### src/design/ptfa_pkg.sv
// Shared types and codes for the partition table fit allocator.
// Holds the slot entry type, the cell operation codes, status codes and fit modes.
// No dependencies.
`default_nettype none

package ptfa_pkg;

    localparam int DEFAULT_SLOTS = 4;

    localparam int ADDR_W   = 31;
    localparam int KIND_W   = 2;
    localparam int STATUS_W = 3;
    localparam int COUNT_W  = 3;
    localparam int SLOT_W   = 2;
    localparam int MODE_W   = 2;
    localparam int HDR_W    = 16;
    localparam int CFG_IDX_W = 2;

    // Register indexes of the configuration port
    localparam logic [CFG_IDX_W-1:0] CFG_DISK_SIZE   = 2'd0;
    localparam logic [CFG_IDX_W-1:0] CFG_FIT_MODE    = 2'd1;
    localparam logic [CFG_IDX_W-1:0] CFG_HEADER_SIZE = 2'd2;

    // Fit policies; the unused code behaves as first fit
    localparam logic [MODE_W-1:0] FIT_FIRST = 2'd0;
    localparam logic [MODE_W-1:0] FIT_BEST  = 2'd1;
    localparam logic [MODE_W-1:0] FIT_WORST = 2'd2;

    // Operations
    localparam logic FUNC_ALLOC = 1'b0;
    localparam logic FUNC_FREE  = 1'b1;

    // Region kinds
    localparam logic [KIND_W-1:0] KIND_PRIMARY  = 2'd0;
    localparam logic [KIND_W-1:0] KIND_EXTENDED = 2'd1;
    localparam logic [KIND_W-1:0] KIND_LOGICAL  = 2'd2;

    // Result status codes
    localparam logic [STATUS_W-1:0] ST_OK      = 3'd0;
    localparam logic [STATUS_W-1:0] ST_ZERO    = 3'd1;
    localparam logic [STATUS_W-1:0] ST_FULL    = 3'd2;
    localparam logic [STATUS_W-1:0] ST_EXT2    = 3'd3;
    localparam logic [STATUS_W-1:0] ST_NOEXT   = 3'd4;
    localparam logic [STATUS_W-1:0] ST_NOSPACE = 3'd5;
    localparam logic [STATUS_W-1:0] ST_EMPTY   = 3'd6;

    typedef struct packed {
        logic              valid;
        logic [KIND_W-1:0] kind;
        logic [ADDR_W-1:0] start;
        logic [ADDR_W-1:0] length;
    } entry_t;

    typedef enum logic [1:0] {
        CELL_HOLD,
        CELL_LOAD,
        CELL_FROM_LOWER,
        CELL_FROM_UPPER
    } cell_op_t;

endpackage

`default_nettype wire

### src/design/ptfa_cell.sv
// One table slot of the partition table fit allocator.
// Holds an entry and loads a new one or takes its lower or upper neighbor's entry.
// Depends on ptfa_pkg.
`default_nettype none

module ptfa_cell
    import ptfa_pkg::*;
(
    input  wire logic     clk,
    input  wire logic     rst_n,
    input  wire cell_op_t op,
    input  wire entry_t   new_entry,
    input  wire entry_t   lower_entry,
    input  wire entry_t   upper_entry,
    output entry_t        entry
);

    entry_t entry_reg;
    entry_t entry_next;

    always_comb
    begin
        case (op)
            CELL_HOLD:       entry_next = entry_reg;
            CELL_LOAD:       entry_next = new_entry;
            CELL_FROM_LOWER: entry_next = lower_entry;
            CELL_FROM_UPPER: entry_next = upper_entry;
            default:         entry_next = entry_reg;
        endcase
    end

    always_ff @(posedge clk or negedge rst_n)
    begin
        if (!rst_n)
        begin
            entry_reg <= '0;
        end
        else
        begin
            entry_reg <= entry_next;
        end
    end

    assign entry = entry_reg;

endmodule

`default_nettype wire

### src/design/partition_table_fit_allocator.sv
// Partition table fit allocator: a chain of slot cells kept sorted by start.
// A free or a rejected allocate goes from the check straight to done; a placed or
// no-space allocate first scans the gaps, one gap per cycle through the scan.
// Throughput: one transaction at a time, busy high until the result is formed.
// Reset clears the table and the registers to zero; results cannot be stalled.
`default_nettype none

module partition_table_fit_allocator
    import ptfa_pkg::*;
#(
    parameter int SLOTS = DEFAULT_SLOTS
)
(
    input  wire logic                 clk,
    input  wire logic                 rst_n,
    input  wire logic                 start,
    output logic                      busy,
    input  wire logic                 func,
    input  wire logic [ADDR_W-1:0]    alloc_size,
    input  wire logic [KIND_W-1:0]    region_kind,
    input  wire logic [SLOT_W-1:0]    slot_index,
    output logic                      done,
    output logic [STATUS_W-1:0]       status,
    output logic [ADDR_W-1:0]         start_address,
    output logic [COUNT_W-1:0]        valid_count,
    input  wire logic                 cfg_valid,
    output logic                      cfg_ready,
    input  wire logic [CFG_IDX_W-1:0] cfg_index,
    input  wire logic [ADDR_W-1:0]    cfg_data
);

    localparam int CNT_W = $clog2(SLOTS + 1);

    typedef enum logic [2:0] {
        S_IDLE,
        S_CHECK,
        S_SCAN,
        S_COMMIT,
        S_DONE
    } state_t;

    // Configuration registers
    logic [ADDR_W-1:0] disk_size_reg;
    logic [MODE_W-1:0] fit_mode_reg;
    logic [HDR_W-1:0]  header_size_reg;

    assign cfg_ready = 1'b1;

    always_ff @(posedge clk or negedge rst_n)
    begin
        if (!rst_n)
        begin
            disk_size_reg   <= '0;
            fit_mode_reg    <= '0;
            header_size_reg <= '0;
        end
        else if (cfg_valid && cfg_ready)
        begin
            case (cfg_index)
                CFG_DISK_SIZE:   disk_size_reg   <= cfg_data;
                CFG_FIT_MODE:    fit_mode_reg    <= cfg_data[MODE_W-1:0];
                CFG_HEADER_SIZE: header_size_reg <= cfg_data[HDR_W-1:0];
                default:         ;
            endcase
        end
    end

    // Cell chain
    entry_t   cells [SLOTS];
    cell_op_t cell_op [SLOTS];
    entry_t   new_entry;

    for (genvar k = 0; k < SLOTS; k++)
    begin : g_cell
        entry_t lower;
        entry_t upper;
        if (k == 0)
        begin : g_bottom
            assign lower = '0;
        end
        else
        begin : g_mid_lo
            assign lower = cells[k-1];
        end
        if (k == SLOTS - 1)
        begin : g_top
            assign upper = '0;
        end
        else
        begin : g_mid_hi
            assign upper = cells[k+1];
        end
        ptfa_cell u_cell (
            .clk         (clk),
            .rst_n       (rst_n),
            .op          (cell_op[k]),
            .new_entry   (new_entry),
            .lower_entry (lower),
            .upper_entry (upper),
            .entry       (cells[k])
        );
    end

    // Control registers
    state_t              state_reg,      state_next;
    logic                func_reg,       func_next;
    logic [ADDR_W-1:0]   size_reg,       size_next;
    logic [KIND_W-1:0]   kind_reg,       kind_next;
    logic [SLOT_W-1:0]   slot_reg,       slot_next;
    logic [CNT_W-1:0]    i_reg,          i_next;
    logic [ADDR_W:0]     prev_end_reg,   prev_end_next;
    logic                found_reg,      found_next;
    logic [ADDR_W-1:0]   best_gap_reg,   best_gap_next;
    logic [ADDR_W-1:0]   best_start_reg, best_start_next;
    logic [CNT_W-1:0]    best_pos_reg,   best_pos_next;
    logic [STATUS_W-1:0] status_reg,     status_next;
    logic [ADDR_W-1:0]   start_reg,      start_next;
    logic                done_reg,       done_next;
    logic [COUNT_W-1:0]  count_reg,      count_next;

    // Table summaries
    logic [CNT_W-1:0] used;
    logic             has_ext;
    logic             slot_valid;
    entry_t           scan_entry;

    always_comb
    begin
        used       = '0;
        has_ext    = 1'b0;
        slot_valid = 1'b0;
        scan_entry = '0;
        for (int k = 0; k < SLOTS; k++)
        begin
            used = used + CNT_W'(cells[k].valid);
            if (cells[k].valid && cells[k].kind == KIND_EXTENDED)
            begin
                has_ext = 1'b1;
            end
            if (32'(k) == {30'd0, slot_reg})
            begin
                slot_valid = cells[k].valid;
            end
            if (CNT_W'(k) == i_reg)
            begin
                scan_entry = cells[k];
            end
        end
    end

    // Gap evaluation for the slot under the scan index
    logic              scan_inner;
    logic [ADDR_W:0]   bound;
    logic [ADDR_W:0]   diff;
    logic [ADDR_W-1:0] gap;
    logic              fits;
    logic              take;
    logic [ADDR_W:0]   region_end;

    always_comb
    begin
        scan_inner = (i_reg < used);
        bound      = scan_inner ? {1'b0, scan_entry.start} : {1'b0, disk_size_reg};
        diff       = bound - prev_end_reg;
        gap        = (bound > prev_end_reg) ? diff[ADDR_W-1:0] : '0;
        fits       = (gap >= size_reg);
        take       = !found_reg
                     || (fit_mode_reg == FIT_BEST  && gap < best_gap_reg)
                     || (fit_mode_reg == FIT_WORST && gap > best_gap_reg);
        region_end = {1'b0, scan_entry.start} + {1'b0, scan_entry.length};
    end

    always_comb
    begin
        new_entry.valid  = 1'b1;
        new_entry.kind   = kind_reg;
        new_entry.start  = best_start_reg;
        new_entry.length = size_reg;
    end

    always_comb
    begin
        state_next      = state_reg;
        func_next       = func_reg;
        size_next       = size_reg;
        kind_next       = kind_reg;
        slot_next       = slot_reg;
        i_next          = i_reg;
        prev_end_next   = prev_end_reg;
        found_next      = found_reg;
        best_gap_next   = best_gap_reg;
        best_start_next = best_start_reg;
        best_pos_next   = best_pos_reg;
        status_next     = status_reg;
        start_next      = start_reg;
        done_next       = 1'b0;
        count_next      = count_reg;
        for (int k = 0; k < SLOTS; k++)
        begin
            cell_op[k] = CELL_HOLD;
        end

        case (state_reg)
            S_IDLE:
            begin
                if (start)
                begin
                    func_next  = func;
                    size_next  = alloc_size;
                    kind_next  = (region_kind > KIND_LOGICAL) ? KIND_PRIMARY : region_kind;
                    slot_next  = slot_index;
                    state_next = S_CHECK;
                end
            end
            S_CHECK:
            begin
                start_next = '0;
                if (func_reg == FUNC_FREE)
                begin
                    state_next = S_DONE;
                    if ({30'd0, slot_reg} >= 32'(SLOTS) || !slot_valid)
                    begin
                        status_next = ST_EMPTY;
                    end
                    else
                    begin
                        status_next = ST_OK;
                        // close the hole: every slot from the freed one up takes its upper neighbor
                        for (int k = 0; k < SLOTS; k++)
                        begin
                            if (32'(k) >= {30'd0, slot_reg})
                            begin
                                cell_op[k] = CELL_FROM_UPPER;
                            end
                        end
                    end
                end
                else if (size_reg == '0)
                begin
                    status_next = ST_ZERO;
                    state_next  = S_DONE;
                end
                else if (32'(used) >= 32'(SLOTS))
                begin
                    status_next = ST_FULL;
                    state_next  = S_DONE;
                end
                else if (kind_reg == KIND_EXTENDED && has_ext)
                begin
                    status_next = ST_EXT2;
                    state_next  = S_DONE;
                end
                else if (kind_reg == KIND_LOGICAL && !has_ext)
                begin
                    status_next = ST_NOEXT;
                    state_next  = S_DONE;
                end
                else
                begin
                    prev_end_next = (ADDR_W + 1)'(header_size_reg);
                    found_next    = 1'b0;
                    i_next        = '0;
                    best_gap_next = '0;
                    best_pos_next = '0;
                    state_next    = S_SCAN;
                end
            end
            S_SCAN:
            begin
                if (fits && take)
                begin
                    found_next      = 1'b1;
                    best_gap_next   = gap;
                    best_start_next = prev_end_reg[ADDR_W-1:0];
                    best_pos_next   = i_reg;
                end
                if (scan_inner)
                begin
                    // running end is the largest region end so far
                    if (region_end > prev_end_reg)
                    begin
                        prev_end_next = region_end;
                    end
                    i_next = i_reg + CNT_W'(1);
                end
                else
                begin
                    state_next = S_COMMIT;
                end
            end
            S_COMMIT:
            begin
                state_next = S_DONE;
                if (!found_reg)
                begin
                    status_next = ST_NOSPACE;
                end
                else
                begin
                    status_next = ST_OK;
                    start_next  = best_start_reg;
                    // open a hole at the chosen slot by shifting the upper entries up
                    for (int k = 0; k < SLOTS; k++)
                    begin
                        if (CNT_W'(k) == best_pos_reg)
                        begin
                            cell_op[k] = CELL_LOAD;
                        end
                        else if (CNT_W'(k) > best_pos_reg && CNT_W'(k) <= used)
                        begin
                            cell_op[k] = CELL_FROM_LOWER;
                        end
                    end
                end
            end
            S_DONE:
            begin
                done_next  = 1'b1;
                count_next = COUNT_W'(used);
                state_next = S_IDLE;
            end
            default:
            begin
                state_next = S_IDLE;
            end
        endcase
    end

    always_ff @(posedge clk or negedge rst_n)
    begin
        if (!rst_n)
        begin
            state_reg      <= S_IDLE;
            func_reg       <= 1'b0;
            size_reg       <= '0;
            kind_reg       <= '0;
            slot_reg       <= '0;
            i_reg          <= '0;
            prev_end_reg   <= '0;
            found_reg      <= 1'b0;
            best_gap_reg   <= '0;
            best_start_reg <= '0;
            best_pos_reg   <= '0;
            status_reg     <= '0;
            start_reg      <= '0;
            done_reg       <= 1'b0;
            count_reg      <= '0;
        end
        else
        begin
            state_reg      <= state_next;
            func_reg       <= func_next;
            size_reg       <= size_next;
            kind_reg       <= kind_next;
            slot_reg       <= slot_next;
            i_reg          <= i_next;
            prev_end_reg   <= prev_end_next;
            found_reg      <= found_next;
            best_gap_reg   <= best_gap_next;
            best_start_reg <= best_start_next;
            best_pos_reg   <= best_pos_next;
            status_reg     <= status_next;
            start_reg      <= start_next;
            done_reg       <= done_next;
            count_reg      <= count_next;
        end
    end

    assign busy          = (state_reg != S_IDLE);
    assign done          = done_reg;
    assign status        = status_reg;
    assign start_address = start_reg;
    assign valid_count   = count_reg;

endmodule

`default_nettype wire

### config.mk
export PLATFORM = sky130hd
export DESIGN_NAME = partition_table_fit_allocator
export DESIGN_NICKNAME = d
export VERILOG_FILES = /design/src/design/ptfa_pkg.sv /design/src/design/ptfa_cell.sv /design/src/design/partition_table_fit_allocator.sv
export SDC_FILE = /design/constraint.sdc
export NUM_CORES = 1
export LEC_CHECK = 0
export BUFFER_PORTS_ARGS = -buffer_cell sky130_fd_sc_hd__buf_2
export CAP_MARGIN = 0
export CORE_ASPECT_RATIO = 1.2
export CORE_MARGIN = 1.5
export CORE_UTILIZATION = 45
export DETAILED_ROUTE_END_ITERATION = 16
export HOLD_SLACK_MARGIN = 0.08
export PLACE_DENSITY_LB_ADDON = 0.2
export SLEW_MARGIN = 5
export SYNTH_ARGS = -nofsm -noshare
export SYNTH_HDL_FRONTEND = slang
export SYNTH_HIERARCHICAL = 1
export SYNTH_SLANG_ARGS = --single-unit
### constraint.sdc
create_clock -name clk -period 6.7 [get_ports clk]
set_clock_uncertainty 0.1 [all_clocks]
set_input_delay 0.335 -clock clk [delete_from_list [all_inputs] [get_ports clk]]
set_output_delay 0.335 -clock clk [all_outputs]
set_load 0.01 [all_outputs]
Word-level counts from Yosys, hierarchy flattened
Cells that the tools add are included.
{"block": "word_totals", "ff_bits": 487, "latchBits": 0, "ramBits": 0, "mem_bits_ro": 0, "in_bits": 73, "n_memories": 0}
{"block": "op_classes", "addsub": 6, "mul": 0, "div_mod_pow": 0, "magnitude_cmp": 19, "eq_ne": 47, "shift": 0, "muxes": 84, "bitwise": 0, "n_reduce_logical": 41}
{"operator": "$pmux W65 S3", "count": 4}
{"operator": "$mux W31", "count": 9}
{"operator": "$mux W62", "count": 4}
{"operator": "$mux W32", "count": 7}
{"operator": "$pmux W31 S2", "count": 2}
{"operator": "$pmux W32 S2", "count": 1}
{"operator": "$mux W3", "count": 21}
{"operator": "$add A31 B31 Y32", "count": 1}
{"operator": "$gt A31 B32 Y1", "count": 1}
{"operator": "$gt A32 B32 Y1", "count": 1}
{"operator": "$ge A31 B31 Y1", "count": 1}
{"operator": "$gt A31 B31 Y1", "count": 1}
{"operator": "$logic_not A31 Y1", "count": 1}
{"operator": "$lt A31 B31 Y1", "count": 1}
{"operator": "$sub A31 B31 Y31", "count": 1}
{"operator": "$mux W2", "count": 12}
{"operator": "$mux W8", "count": 3}
{"operator": "$eq A2 B1 Y1 const B", "count": 11}
{"operator": "$eq A2 B2 Y1 const B", "count": 11}
{"operator": "$ne A2 B2 Y1 const B", "count": 11}
{"operator": "$pmux W3 S2", "count": 3}
{"operator": "$pmux W8 S2", "count": 1}
{"operator": "$reduce_and A2 Y1", "count": 8}
{"operator": "$mux W1", "count": 15}
{"operator": "32 further kinds", "count": 66}

Longest topological paths before layout
{"block": "depth", "depth_word": 15, "mapped_depth": 37}

By module
Netlist, hierarchy kept.
{"module": "partition_table_fit_allocator", "n_inst": 1, "cells_each": 1881, "area_per_inst_um2": 16839.9}
{"module": "ptfa_cell", "n_inst": 4, "cells_each": 144, "area_per_inst_um2": 3243.1}

Worst setup path after synthesis
No wires, ideal clock.
{"block": "synth_path", "path_kind": "register to register", "from": "register g_cell[1].u_cell.entry_reg, in the netlist g_cell[1].u_cell/entry[64]", "to": "register best_start_reg[10]", "setup_ps": 125, "arrival_time_ps": 7009, "slack_ps": -534, "stages_incl_launch_ff": 34, "n_path_buf": 3, "synth_period_minus_slack_ps": 7234, "cell_sequence": "dfrtp_1 > inv_1 > fa_1 > inv_1 > ha_1 > inv_1 > ha_1 > inv_1 > ha_1 > a21o_1 > a21o_1 > buf_2 > clkbuf_1 > mux2_2 > ha_1 > a21oi_2 > nand2_2 > or4_4 > a31oi_4 > nand3_2 > a41o_4 > a31oi_1 > xnor2_1 > and2_1 > ha_1 > nand4_1 > nor3_1 > nand2_1 > a21oi_1 > mux2i_1 > o21ai_0 > a221oi_2 > buf_2 > mux2_2"}
{"block": "synth_between", "elab_chain_len": 13}
{"item": "start: declaration", "line": "ptfa_cell.sv:18", "source": "entry_t entry_reg;"}
{"item": "start signal: assignment", "line": "ptfa_cell.sv:40", "source": "entry_reg <= entry_next;"}
{"item": "$add A1 B1 Y2 *", "line": "partition_table_fit_allocator.sv:135", "source": "used = used + CNT_W'(cells[k].valid);"}
{"item": "$add A2 B1 Y3 *", "line": "partition_table_fit_allocator.sv:135"}
{"item": "$add A3 B1 Y3 *", "line": "partition_table_fit_allocator.sv:135"}
{"item": "named net used[1]", "line": "partition_table_fit_allocator.sv:122", "source": "logic [CNT_W-1:0] used;"}
{"item": "$lt A3 B3 Y1 *", "line": "partition_table_fit_allocator.sv:162", "source": "scan_inner = (i_reg < used);"}
{"item": "$mux W31 *", "line": "partition_table_fit_allocator.sv:163", "source": "bound = scan_inner ? {1'b0, scan_entry.start} : {1'b0, disk_size_reg};"}
{"item": "$sub A31 B31 Y31 / $gt A31 B32 Y1 (equally long branches)", "line": "partition_table_fit_allocator.sv:164, partition_table_fit_allocator.sv:165"}
{"item": "$mux W31 *", "line": "partition_table_fit_allocator.sv:165", "source": "gap = (bound > prev_end_reg) ? diff[ADDR_W-1:0] : '0;"}
{"item": "$lt A31 B31 Y1", "line": "partition_table_fit_allocator.sv:168", "source": "|| (fit_mode_reg == FIT_BEST && gap < best_gap_reg)"}
{"item": "$logic_and A1 B1 Y1", "line": "partition_table_fit_allocator.sv:168"}
{"item": "$logic_or A1 B1 Y1", "line": "partition_table_fit_allocator.sv:168"}
{"item": "$logic_or A1 B1 Y1", "line": "partition_table_fit_allocator.sv:169", "source": "|| (fit_mode_reg == FIT_WORST && gap > best_gap_reg);"}
{"item": "$logic_and A1 B1 Y1 *", "line": "partition_table_fit_allocator.sv:270", "source": "if (fits && take)"}
{"item": "$reduce_and A2 Y1 (no source line) *"}
{"item": "end signal: assignment", "line": "partition_table_fit_allocator.sv:360", "source": "best_start_reg <= best_start_next;"}
{"item": "end: declaration", "line": "partition_table_fit_allocator.sv:114", "source": "logic [ADDR_W-1:0] best_start_reg, best_start_next;"}
Mark *: on every way through the listed nets, which the timed path passes. The rest lies on a longest branch.
A chain may end at the register's enable or synchronous reset.

Final worst setup path
{"block": "layout_path", "from": "register g_cell[1].u_cell.entry_reg, in the netlist g_cell[1].u_cell/entry[64]", "to": "register best_start_reg[15]"}
Same word-level chain as after synthesis.

==> key figures <==
Status
  • Status: complete, but fails checks
  • Violated checks: negative setup slack

Synth
  • Sequential fraction of the synthesis area: 40.9%
  • Ys Warns: 6
  • Flop and latch count out of synthesis: between 400 and 500
  • Mapped Area: 29800 um^2
  • Number of synthesized flops with an enable pin: 0
  • Mean Syn Cell Area: 12.1 um^2
  • Cell variety after synth: 79
  • Async set-reset flop share out of synthesis: 100%
  • Synth Flop Type: dfrtp_1
  • Cells after Synth: 2457

STA
  • Hold_ws: 0.222 ns
  • Hold Fails Final Rpt: 0
  • Final worst setup slack: -0.324 ns
  • Fmax: 142 MHz
  • Min Tclk post-route: 7.02 ns
  • RSZ-0062 raised after global routing: yes
  • Fin Setup TNS: -17.25 ns
  • Worst-Margin Slew: 1.03 ns
  • Final Max Tran Viols: 0
  • Slew HR: 31.4%
  • Setup Viol. Count Final: between 60 and 70
  • Period utilisation layout: 105%

Detailed routing
  • Detail Route Antenna Nets: 0
  • Wirelength per Cell: 24.1 um
  • Drc violations: 0
  • WL final: 94400 um
  • Vias: roughly 24k
  • Vias/cell: 6.02
  • First-pass detailed-route iteration total: 5
  • Initial DRC count: 1835

Clock tree
  • Worst-path clk slew: 0.06 ns
  • CTS tree: built
  • CTS sink count: 487
  • TritonCTS Buffers: between 50 and 60
  • CTS root buf: clkbuf_16
  • Clock Tree Buf Depth: 3
  • CTS H-tree depth: 2
  • Skew-Pair Late Insertion Delay: 0.62 ns

Layout
  • Final cell area excluding filler cells: 37600 um^2
  • Number of diodes: 0
  • Nets: 3287
  • Max reg flops: 260
  • Layout area overhead: 26.1%
  • Core Util, Final: 57.2%
  • Layout cells sized above 1: 35.3%

GRT
  • Initial antenna violation count: 0
  • Largest net degree at the start of global routing: roughly 170
  • Overflow after GRT: 0
  • GRT Util Overall: 28.3%
  • Vias in the first global route: about 25k
  • First-pass GRT wire length: 147000 um

Critical path
  • Worst r2r path cells: 35
  • Crit. End Element: flip-flop
  • CP peak stage delay: 0.46 ns
  • CP startpoint: g_cell[1].u_cell/entry[64]$_DFFE_PN0P_
  • Worst Path Arrival: around 7.4 ns
  • Worst r2r dst: best_start_reg[15]$_DFFE_PN0P_
  • Worst r2r src: g_cell[1].u_cell/entry[64]$_DFFE_PN0P_
  • CP required: 7.10 ns
  • Worst-path fanout max: 7
  • Crit path launch type: flip-flop
  • Crit path capture: best_start_reg[15]$_DFFE_PN0P_
  • R2R Setup Slk: -0.32 ns
  • Slowest cell on crit path: fa_1
  • Most used cell along the critical path: ha_4
  • Setup CP Type: flip-flop to flip-flop

Die
  • Core area: 65700 um^2
  • Row Count: 103
  • I/O pin cnt: approximately 110
  • Die footprint: roughly 68000 um^2
  • Initial core utilization: 45.4%
  • Chip height: 285 um
  • Die Wd: 238 um

Place
  • Placed cell area: 33900 um^2
  • Final GP Congestion: 0.942
  • HPWL after DPL: 64900 um
  • PortBufs: 111

Flow run
  • Max Cap Viol: 0

Hold path
  • Hold Path Class: input pin to async pin
[Yosys cell counts, types with 5 or more instances]
| master | n | area [um^2] |
|---|---|---|
| a31oi_1 | 14 | 87.6 |
| mux2i_1 | 29 | 290 |
| o21ai_0 | 239 | 1200 |
| nor3_1 | 20 | 100 |
| buf_2 | 33 | 165 |
| and2_1 | 23 | 144 |
| clkbuf_1 | 85 | 319 |
| o21bai_1 | 8 | 60.1 |
| inv_1 | 125 | 469 |
| a31o_2 | 7 | 61.3 |
| buf_1 | 6 | 22.5 |
| a211oi_1 | 7 | 52.6 |
| nand2_1 | 236 | 886 |
| ha_1 | 167 | 2090 |
| dfrtp_1 | 487 | 12200 |
| mux4_2 | 260 | 5860 |
| a221o_1 | 60 | 601 |
| and3_1 | 11 | 68.8 |
| buf_6 | 6 | 67.6 |
| a21o_1 | 50 | 375 |
| nand2b_1 | 14 | 87.6 |
| nor4_1 | 10 | 62.6 |
| nand3_1 | 31 | 155 |
| xor2_1 | 16 | 140 |
| nor2b_1 | 20 | 125 |
| buf_12 | 20 | 400 |
| a21oi_1 | 77 | 385 |
| nor2_1 | 62 | 233 |
| o211ai_1 | 5 | 37.5 |
| buf_4 | 5 | 37.5 |
| o31ai_1 | 32 | 240 |
| nand4_1 | 23 | 144 |
| xnor2_1 | 31 | 272 |
| o21a_1 | 16 | 120 |
| nand3b_1 | 9 | 67.6 |
| or3_1 | 6 | 37.5 |
| mux2_2 | 127 | 1430 |
[critical path, delay by kind of cell, from the launching register on]
family,cells,cell delay (ns)
AOI/OAI and AO/OA,10,2.01
adders and majority gates,6,1.66
buffers and inverters,10,1.09
and+or+nand+nor,7,1.05
muxes,2,0.61
DFF,1,0.35
[cells by family after synthesis]
family                   share of synthesized area, %
buffers and inverters                            4.98
multiplexers                                     25.5
flip-flops                                       40.9
other                                          0.0252
AO/OA/AOI/OAI                                    12.4
XOR/XNOR                                         1.38
AND/OR/NAND/NOR                                  7.64
adder cells (fa/ha/maj)                          7.21
[cell usage in the layout, fill, tap and decap left out, types with 70 or more instances in the layout]
cell           count
dfrtp_1          487
buf_4            332
mux4_2           260
nand2_1          225
o21ai_0          220
ha_1             151
conb_1           135
inv_1            120
buf_2            110
mux2_2           105
dlygate4sd3_1     70
[metrics by stage]
step / std cells / setup slack [ns]
2_1_floorplan: 2590 / -0.0102
3_3_place_gp: 3718 / -0.461
3_5_place_dp: 3718 / -0.559
4_1_cts: 3905 / -0.309
5_1_grt: 3918 / -0.624
6_report: 3918 / -0.324
[layout make-up]
class / instances / area, um^2
tap: 840 / 1050
timing repair buffer: 555 / 4580
sequential: 487 / 12200
clock inverter: 20 / 320
clock buffer: 68 / 1510
inverter: 126 / 475
multi-input combinational: 1822 / 17500
fill: 5474 / 28100
[per-layer routing]
metal / part of all wire, % / track usage (%) / vias to the layer above
met5: 0 / 0 / -
met4: 3.8 / 10.5 / 0
met3: 5.6 / 3.47 / 186
li1: - / - / 10300
met2: 49 / 46.9 / 883
met1: 42 / 38.2 / 12200
[how the worst min path moves through the flow]
stage          slack [ns]  depth (start not counted)                                      to  startpoint
2_1_floorplan       -0.06                          0             best_gap_reg[0]$_DFFE_PN0P_       rst_n
3_3_place_gp         0.31                          1  g_cell[3].u_cell/entry[36]$_DFFE_PN0P_       rst_n
3_5_place_dp         0.33                          1  g_cell[3].u_cell/entry[36]$_DFFE_PN0P_       rst_n
4_1_cts              0.23                          3             fit_mode_reg[1]$_DFFE_PN0P_   cfg_valid
5_1_grt              0.24                          3             fit_mode_reg[0]$_DFFE_PN0P_   cfg_valid
6_report             0.22                          2  g_cell[3].u_cell/entry[36]$_DFFE_PN0P_       rst_n
[repair_timing]
item | 4_1_cts | 5_1_grt
endpoints found under the hold margin | 181 | 0
endpoints found under the setup margin | 80 | 98
pin swaps | 47 | 13
hold buffers | 70 | 0
cloned | 8 | 1
setup buffers | 23 | 13
resized for setup | 108 | 47
Power is not shown: default switching activity piles up to over one toggle a cycle in this logic, so the estimate is an artifact.
